--- config.mk ---
export PLATFORM = sky130hd
export DESIGN_NAME = odd_trial_division_prime_test_core
export DESIGN_NICKNAME = d
export VERILOG_FILES = /design/src/rtl/otdp_pkg.sv /design/src/rtl/odd_trial_division_prime_test_core.sv
export SDC_FILE = /design/constraint.sdc
export NUM_CORES = 1
export LEC_CHECK = 0
export ABC_AREA = 1
export BUFFER_PORTS_ARGS = -buffer_cell sky130_fd_sc_hd__buf_2
export CAP_MARGIN = 15
export CORE_ASPECT_RATIO = 1.5
export CORE_MARGIN = 2
export CORE_UTILIZATION = 31
export CTS_BUF_LIST = sky130_fd_sc_hd__clkbuf_8
export DETAILED_ROUTE_END_ITERATION = 16
export GPL_ROUTABILITY_DRIVEN = 1
export PLACE_DENSITY = 0.47
export SKIP_LAST_GASP = 1
export SLEW_MARGIN = 10
export SYNTH_ARGS = -nofsm -noshare
export SYNTH_HDL_FRONTEND = slang
export SYNTH_SLANG_ARGS = --single-unit
--- constraint.sdc ---
create_clock -name clk -period 4.9 [get_ports clk]
set_clock_uncertainty 0.1 [all_clocks]
set_input_delay 1.47 -clock clk [delete_from_list [all_inputs] [get_ports clk]]
set_output_delay 1.47 -clock clk [all_outputs]
set_load 0.01 [all_outputs]
--- src/rtl/otdp_pkg.sv ---
// shared constants for the odd trial division prime test core
`default_nettype none

package otdp_pkg;

  // width of the candidate on the input port
  localparam int CandW = 32;
  // number of candidate bits that take part in the test
  localparam int Width = 32;
  // bits of the floor square root, and the candidate padded to an even width
  localparam int Half = (Width + 1) / 2;
  localparam int Pad = 2 * Half;
  // bit counter width, the square root remainder and the divider remainder
  localparam int CntW = $clog2(Width);
  localparam int RemW = Half + 2;
  localparam int DivW = Half + 1;
  // result item width, padded to whole bytes
  localparam int OutW = 8;
  // first odd divisor tried
  localparam logic [DivW-1:0] FirstDiv = DivW'(3);

endpackage

`default_nettype wire

--- src/rtl/odd_trial_division_prime_test_core.sv ---
// odd trial division prime test: bit-serial floor square root, then bit-serial divisions
//
//   channel | dir | tdata fields (low bit up)           | tuser
//   s_      | in  | candidate[31:0]                      | none
//   m_      | out | is_prime, not_odd, zero pad to 8 bits | none
//
// an even candidate or a candidate of one goes from IDLE straight to FIN for its result
// an odd candidate goes first through the 2-bit-per-cycle square root (state ROOT),
// then through the 1-bit-per-cycle divider (state DIV) once for each odd divisor tried
// the worst case is set by the divider loop; one item at a time
// a new item is taken while a finished result waits on the output register
// rst is synchronous; it clears the sequencer and the output valid, nothing else
`default_nettype none

module odd_trial_division_prime_test_core (
  input  wire logic                        clk,
  input  wire logic                        rst,
  input  wire logic                        s_tvalid,
  output logic                             s_tready,
  input  wire logic [otdp_pkg::CandW-1:0]  s_tdata,   // candidate
  output logic                             m_tvalid,
  input  wire logic                        m_tready,
  output logic      [otdp_pkg::OutW-1:0]   m_tdata    // is_prime, not_odd, zero pad
);

  typedef enum logic [1:0] {
    IDLE,
    ROOT,
    DIV,
    FIN
  } state_t;

  state_t                          state;
  logic [otdp_pkg::Width-1:0]      n;
  logic [otdp_pkg::Pad-1:0]        sh;
  logic [otdp_pkg::CntW-1:0]       cnt;
  logic [otdp_pkg::Half-1:0]       root;
  logic [otdp_pkg::RemW-1:0]       rem;
  logic [otdp_pkg::DivW-1:0]       d;
  logic [otdp_pkg::DivW-1:0]       drem;
  logic                            res_prime;
  logic                            res_not_odd;

  logic [otdp_pkg::Width-1:0]      n_in;
  logic [otdp_pkg::RemW-1:0]       rem_sh;
  logic [otdp_pkg::RemW-1:0]       trial;
  logic                            root_ge;
  logic [otdp_pkg::Half-1:0]       root_next;
  logic [otdp_pkg::RemW-1:0]       rem_next;
  logic [otdp_pkg::DivW-1:0]       drem_sh;
  logic                            div_ge;
  logic [otdp_pkg::DivW-1:0]       drem_next;
  logic [otdp_pkg::DivW-1:0]       d_plus;
  logic                            out_free;

  // candidate bits under test
  assign n_in = otdp_pkg::Width'(s_tdata);

  assign s_tready = (state == IDLE);
  assign out_free = !m_tvalid || m_tready;

  // square root step: two candidate bits per cycle
  always_comb begin
    rem_sh = {rem[otdp_pkg::RemW-3:0], sh[otdp_pkg::Pad-1 -: 2]};
    trial  = {root, 2'b01};
    root_ge = (rem_sh >= trial);
    if (root_ge) begin
      rem_next  = rem_sh - trial;
      root_next = {root[otdp_pkg::Half-2:0], 1'b1};
    end else begin
      rem_next  = rem_sh;
      root_next = {root[otdp_pkg::Half-2:0], 1'b0};
    end
  end

  // restoring division step: one candidate bit per cycle
  always_comb begin
    drem_sh = {drem[otdp_pkg::DivW-2:0], sh[otdp_pkg::Width-1]};
    div_ge  = (drem_sh >= d);
    drem_next = div_ge ? (drem_sh - d) : drem_sh;
    d_plus  = d + otdp_pkg::DivW'(2);
  end

  // sequencer and output register
  always_ff @(posedge clk) begin
    if (rst) begin
      state    <= IDLE;
      m_tvalid <= 1'b0;
    end else begin
      // in FIN the output valid is set below whenever it could be cleared here
      if (m_tvalid && m_tready && (state != FIN)) begin
        m_tvalid <= 1'b0;
      end
      unique case (state)
        IDLE: begin
          if (s_tvalid) begin
            n <= n_in;
            if (!n_in[0]) begin
              res_prime   <= 1'b0;
              res_not_odd <= 1'b1;
              state       <= FIN;
            end else if (n_in == otdp_pkg::Width'(1)) begin
              res_prime   <= 1'b0;
              res_not_odd <= 1'b0;
              state       <= FIN;
            end else begin
              sh    <= otdp_pkg::Pad'(n_in);
              rem   <= '0;
              root  <= '0;
              cnt   <= otdp_pkg::CntW'(otdp_pkg::Half - 1);
              state <= ROOT;
            end
          end
        end
        ROOT: begin
          rem  <= rem_next;
          root <= root_next;
          if (cnt == '0) begin
            res_not_odd <= 1'b0;
            if (otdp_pkg::FirstDiv > {1'b0, root_next}) begin
              res_prime <= 1'b1;
              state     <= FIN;
            end else begin
              d     <= otdp_pkg::FirstDiv;
              drem  <= '0;
              sh    <= otdp_pkg::Pad'(n);
              cnt   <= otdp_pkg::CntW'(otdp_pkg::Width - 1);
              state <= DIV;
            end
          end else begin
            sh  <= sh << 2;
            cnt <= cnt - 1'b1;
          end
        end
        DIV: begin
          if (cnt == '0) begin
            if (drem_next == '0) begin
              res_prime <= 1'b0;
              state     <= FIN;
            end else if (d_plus > {1'b0, root}) begin
              res_prime <= 1'b1;
              state     <= FIN;
            end else begin
              d    <= d_plus;
              drem <= '0;
              sh   <= otdp_pkg::Pad'(n);
              cnt  <= otdp_pkg::CntW'(otdp_pkg::Width - 1);
            end
          end else begin
            sh   <= sh << 1;
            drem <= drem_next;
            cnt  <= cnt - 1'b1;
          end
        end
        FIN: begin
          if (out_free) begin
            m_tvalid <= 1'b1;
            m_tdata  <= {{(otdp_pkg::OutW - 2){1'b0}}, res_not_odd, res_prime};
            state    <= IDLE;
          end
        end
        default: state <= IDLE;
      endcase
    end
  end

`ifndef SYNTHESIS
  // an even candidate is never reported prime
  a_even_not_prime: assert property (@(posedge clk) disable iff (rst)
    m_tvalid |-> !(m_tdata[0] && m_tdata[1]))
    else $error("even candidate reported prime");

  // trial divisors stay odd
  a_div_odd: assert property (@(posedge clk) disable iff (rst)
    (state == DIV) |-> d[0])
    else $error("even trial divisor");

  // trial divisors start at three
  a_div_min: assert property (@(posedge clk) disable iff (rst)
    (state == DIV) |-> (d >= otdp_pkg::FirstDiv))
    else $error("trial divisor below three");

  // an accepted item always starts work
  a_accept_busy: assert property (@(posedge clk) disable iff (rst)
    (s_tvalid && s_tready) |=> (state != IDLE))
    else $error("accepted item dropped");
`endif

endmodule

`default_nettype wire

==> impl_metrics.ini <==
[clock_network]
cts_hold_buffers = 0
htreeDepth = 4
post_cts_buffers = 0
cts-root-buf = clkbuf_8
cts_buffer_depth = 2
cts_tree = yes
postCtsResizedCells = 0
clock_sinks = 140
clk_pin_slew_ns = 0.09
clock_latency_ns = 0.49
cts_buffers = 17

[global_routing]
antenna_found_initial = 0
grt_first_pass_wirelength_um = 40400
grt_pass1_vias = 7416
grt_use_total_pct = 16.6
grt_max_degree = 64
grt_overflow = 0

[routing]
drc = 0
vias = 7465
wl_per_cell_um = 16.2
dr.pass1.iters = 4
via_per_inst = 4.72
drt-total-wl_um = 25700
ant_nets = 0
drtIter0Drc = 320

[hold_path]
hold_start = res_not_odd
min_path_type = flip-flop to flip-flop

[placement]
gp_congestion = 0.848
place_hpwl_um = 19800
dp.cells = 1551
io_buffers = 39

[sta]
rsz0062_at_grt = false
hold_slack_ns = 0.323
relSlewSlack_pct = 35.0
setup_viol_count_final = 0
finalMaxSlewViolations = 0
period_needed_ns = 3.85
worst_pin_slew_ns = 0.973
hold_viol = 0
setup_tns_ns = 0
fin_crit_sh_pct = 78.6
max_freq_ghz = 0.260

[synth]
synth-async-reset-ratio_pct = 0
synth_area_leader_cell = edfxtp_1
synth_ff_type = edfxtp_1
synth-seq-area-share_pct = 44.2
yosysUniqueCellTypes = 50
synthTopCellsByArea = edfxtp_1 44%, nand2_1 8.5%, inv_1 8.2%
synthesis.area_um2 = 9430
synth_edf_count = 137
avgSynthCellArea_um2 = 8.30
synthCells = 1136
ys_warn_count = 0
ys_seq_elements = 140
synth_top_area_share_pct = 43.6

[final_layout]
diodes = 0
layout.nets = 1263
drive_above_1_share_pct = 12.8
area_growth_syn_to_layout_pct = 10.3
final_cells = 1583

[power]
peakVddDrop_mv = 0.286
total_leakage_power_nw = 4.73
power_mw = 5.33
powerDensity_nw_per_um2 = 513

[critical_path]
startpoint = d[1]
end_kind = flip-flop
startpoint_type = flip-flop
cp.arrival_ns = 3.88
critPathMaxStageDelay_ns = 0.45
crit_path_max_fanout = 37
cpMaxStageDelayCell = edfxtp_1
critPathKind = flip-flop to flip-flop
path_cells = nand3_1 > nor2_2 > nand3_2 > nor3_1 > xor2_1 > inv_1 > ha_1 > nand2_1 > nor2_1 > a211oi_1 > nor2_1 > nor2_1 > nand3_1 > nand4_1 > nand3_1 > nor2_4 > buf_4
required_ns = 4.93
r2r_start = d[1]

[floorplanning]
dieArea_um2 = 31900
core_area_um2 = 30100
die_y_um = 218
chipWidth_um = 146
start_util_pct = 31.4
io_pins = 46
rows = 78

[run]
max_cap_violations = 0

[status]
outcome = finished clean
-- through the flow --
| stage | worst slack, ns | utilization (%) | cell area (µm²) |
|---|---|---|---|
| after floorplan | 0.364 | - | 9450 |
| after global placement | 0.997 | 33.4 | 10000 |
| after detailed placement | 1.03 | 33.4 | 10000 |
| after CTS | 1.01 | 34.6 | 10400 |
| after global routing | 0.639 | 34.6 | 10400 |
| final | 1.05 | 34.6 | 10400 |
-- cells in the mapped netlist (2+ instances only) --
master and count:
nor2_1 84, nand2_4 2, nand2_2 11, buf_4 6
clkbuf_1 27, o22ai_1 29, inv_2 8, nor4_1 7
a211oi_1 5, nor2_2 5, buf_6 2, nand2_1 213
a31oi_1 3, nor3_1 19, nand3_1 46, buf_2 2
a21o_1 2, dfxtp_1 3, xor2_1 18, o211ai_1 31
nand3_2 5, o31ai_1 2, or2_2 30, edfxtp_1 137
nand4_1 20, o221ai_1 2, clkinv_1 2, xnor2_1 10
inv_1 207, a21oi_1 62, o21ai_0 59, nand3b_1 4
ha_1 56
-- critical path, delay by kind of cell, from the launching register on --
family / cells / cell delay (ns)
compound gates: 1 / 0.18
buf+inv: 2 / 0.51
flops: 1 / 0.45
xor+xnor: 1 / 0.24
fa+ha+maj: 1 / 0.33
simple gates: 12 / 1.66
-- logic make-up after synthesis --
family,after synthesis,share of synthesized area (%)
compound gates,200,12.4
xor+xnor,29,2.77
simple gates,452,22.1
fa+ha+maj,57,7.64
flops,140,44.2
buf+inv,257,10.8
other cells,1,0.0398
-- layout make-up --
cell class	instances	area [µm²]
fill	3293	19700
tap	400	500
clock buffer	17	234
sequential	140	4170
multi-input combinational	744	4280
timing repair buffer	50	278
inverter	217	815
clock inverter	15	126
-- state kept, by name, summed over array words and instances, names as in the netlist --
| register | count |
|---|---|
| rem | 16 |
| state | 2 |
| res_prime | 1 |
| cnt | 5 |
| n | 32 |
| root | 16 |
| sh | 32 |
| drem | 16 |
| d | 16 |
| m_tdata | 2 |
| m_tvalid | 1 |
| res_not_odd | 1 |
-- metal layers --
layer | GRT usage, % | wire length [µm] | vias to the layer above | share of wire [%]
met5 | 0 | 0 | - | 0
met2 | 31.9 | 14200 | 103 | 55
met4 | 7.44 | 935 | 0 | 3.6
met3 | 3.16 | 598 | 44 | 2.3
li1 | - | - | 3848 | -
met1 | 17.3 | 9970 | 3470 | 39
-- where the power goes --
part	total [mW]	internal, mW	switching (mW)
clock	0.889	0.400	0.490
combinational	2.57	0.851	1.71
sequential	1.88	1.75	0.125
total	5.33	3.00	2.33
-- final timing paths --
path                     end  slack (ns)  cells past startpoint
hold reg to reg   m_tdata[1]        0.32                      0
setup / recovery      cnt[4]        1.05                     17
hold / removal    m_tdata[1]        0.32                      0
setup reg to reg      cnt[4]        1.05                     17
-- cells in the final DEF (no fill, tap or decap), types with 4 or more instances in the layout --
master,netlist,layout
xnor2_1,10,10
or2_2,30,30
buf_2,2,39
nand2_2,11,11
nor4_1,7,7
o211ai_1,31,31
nand2_1,213,213
inv_2,8,8
o21ai_0,59,59
inv_1,207,209
o22ai_1,29,29
nand3_1,46,46
ha_1,56,55
nand3_2,5,5
clkinv_4,0,5
nor2_1,84,81
a21oi_1,62,62
edfxtp_1,137,137
nor2_2,5,7
buf_4,6,11
nor3_1,19,19
xor2_1,18,18
nand4_1,20,20
conb_1,1,6
a211oi_1,5,5
clkbuf_8,0,17
nand3b_1,4,4
No activity file was read; power rests on OpenSTA's default activity.
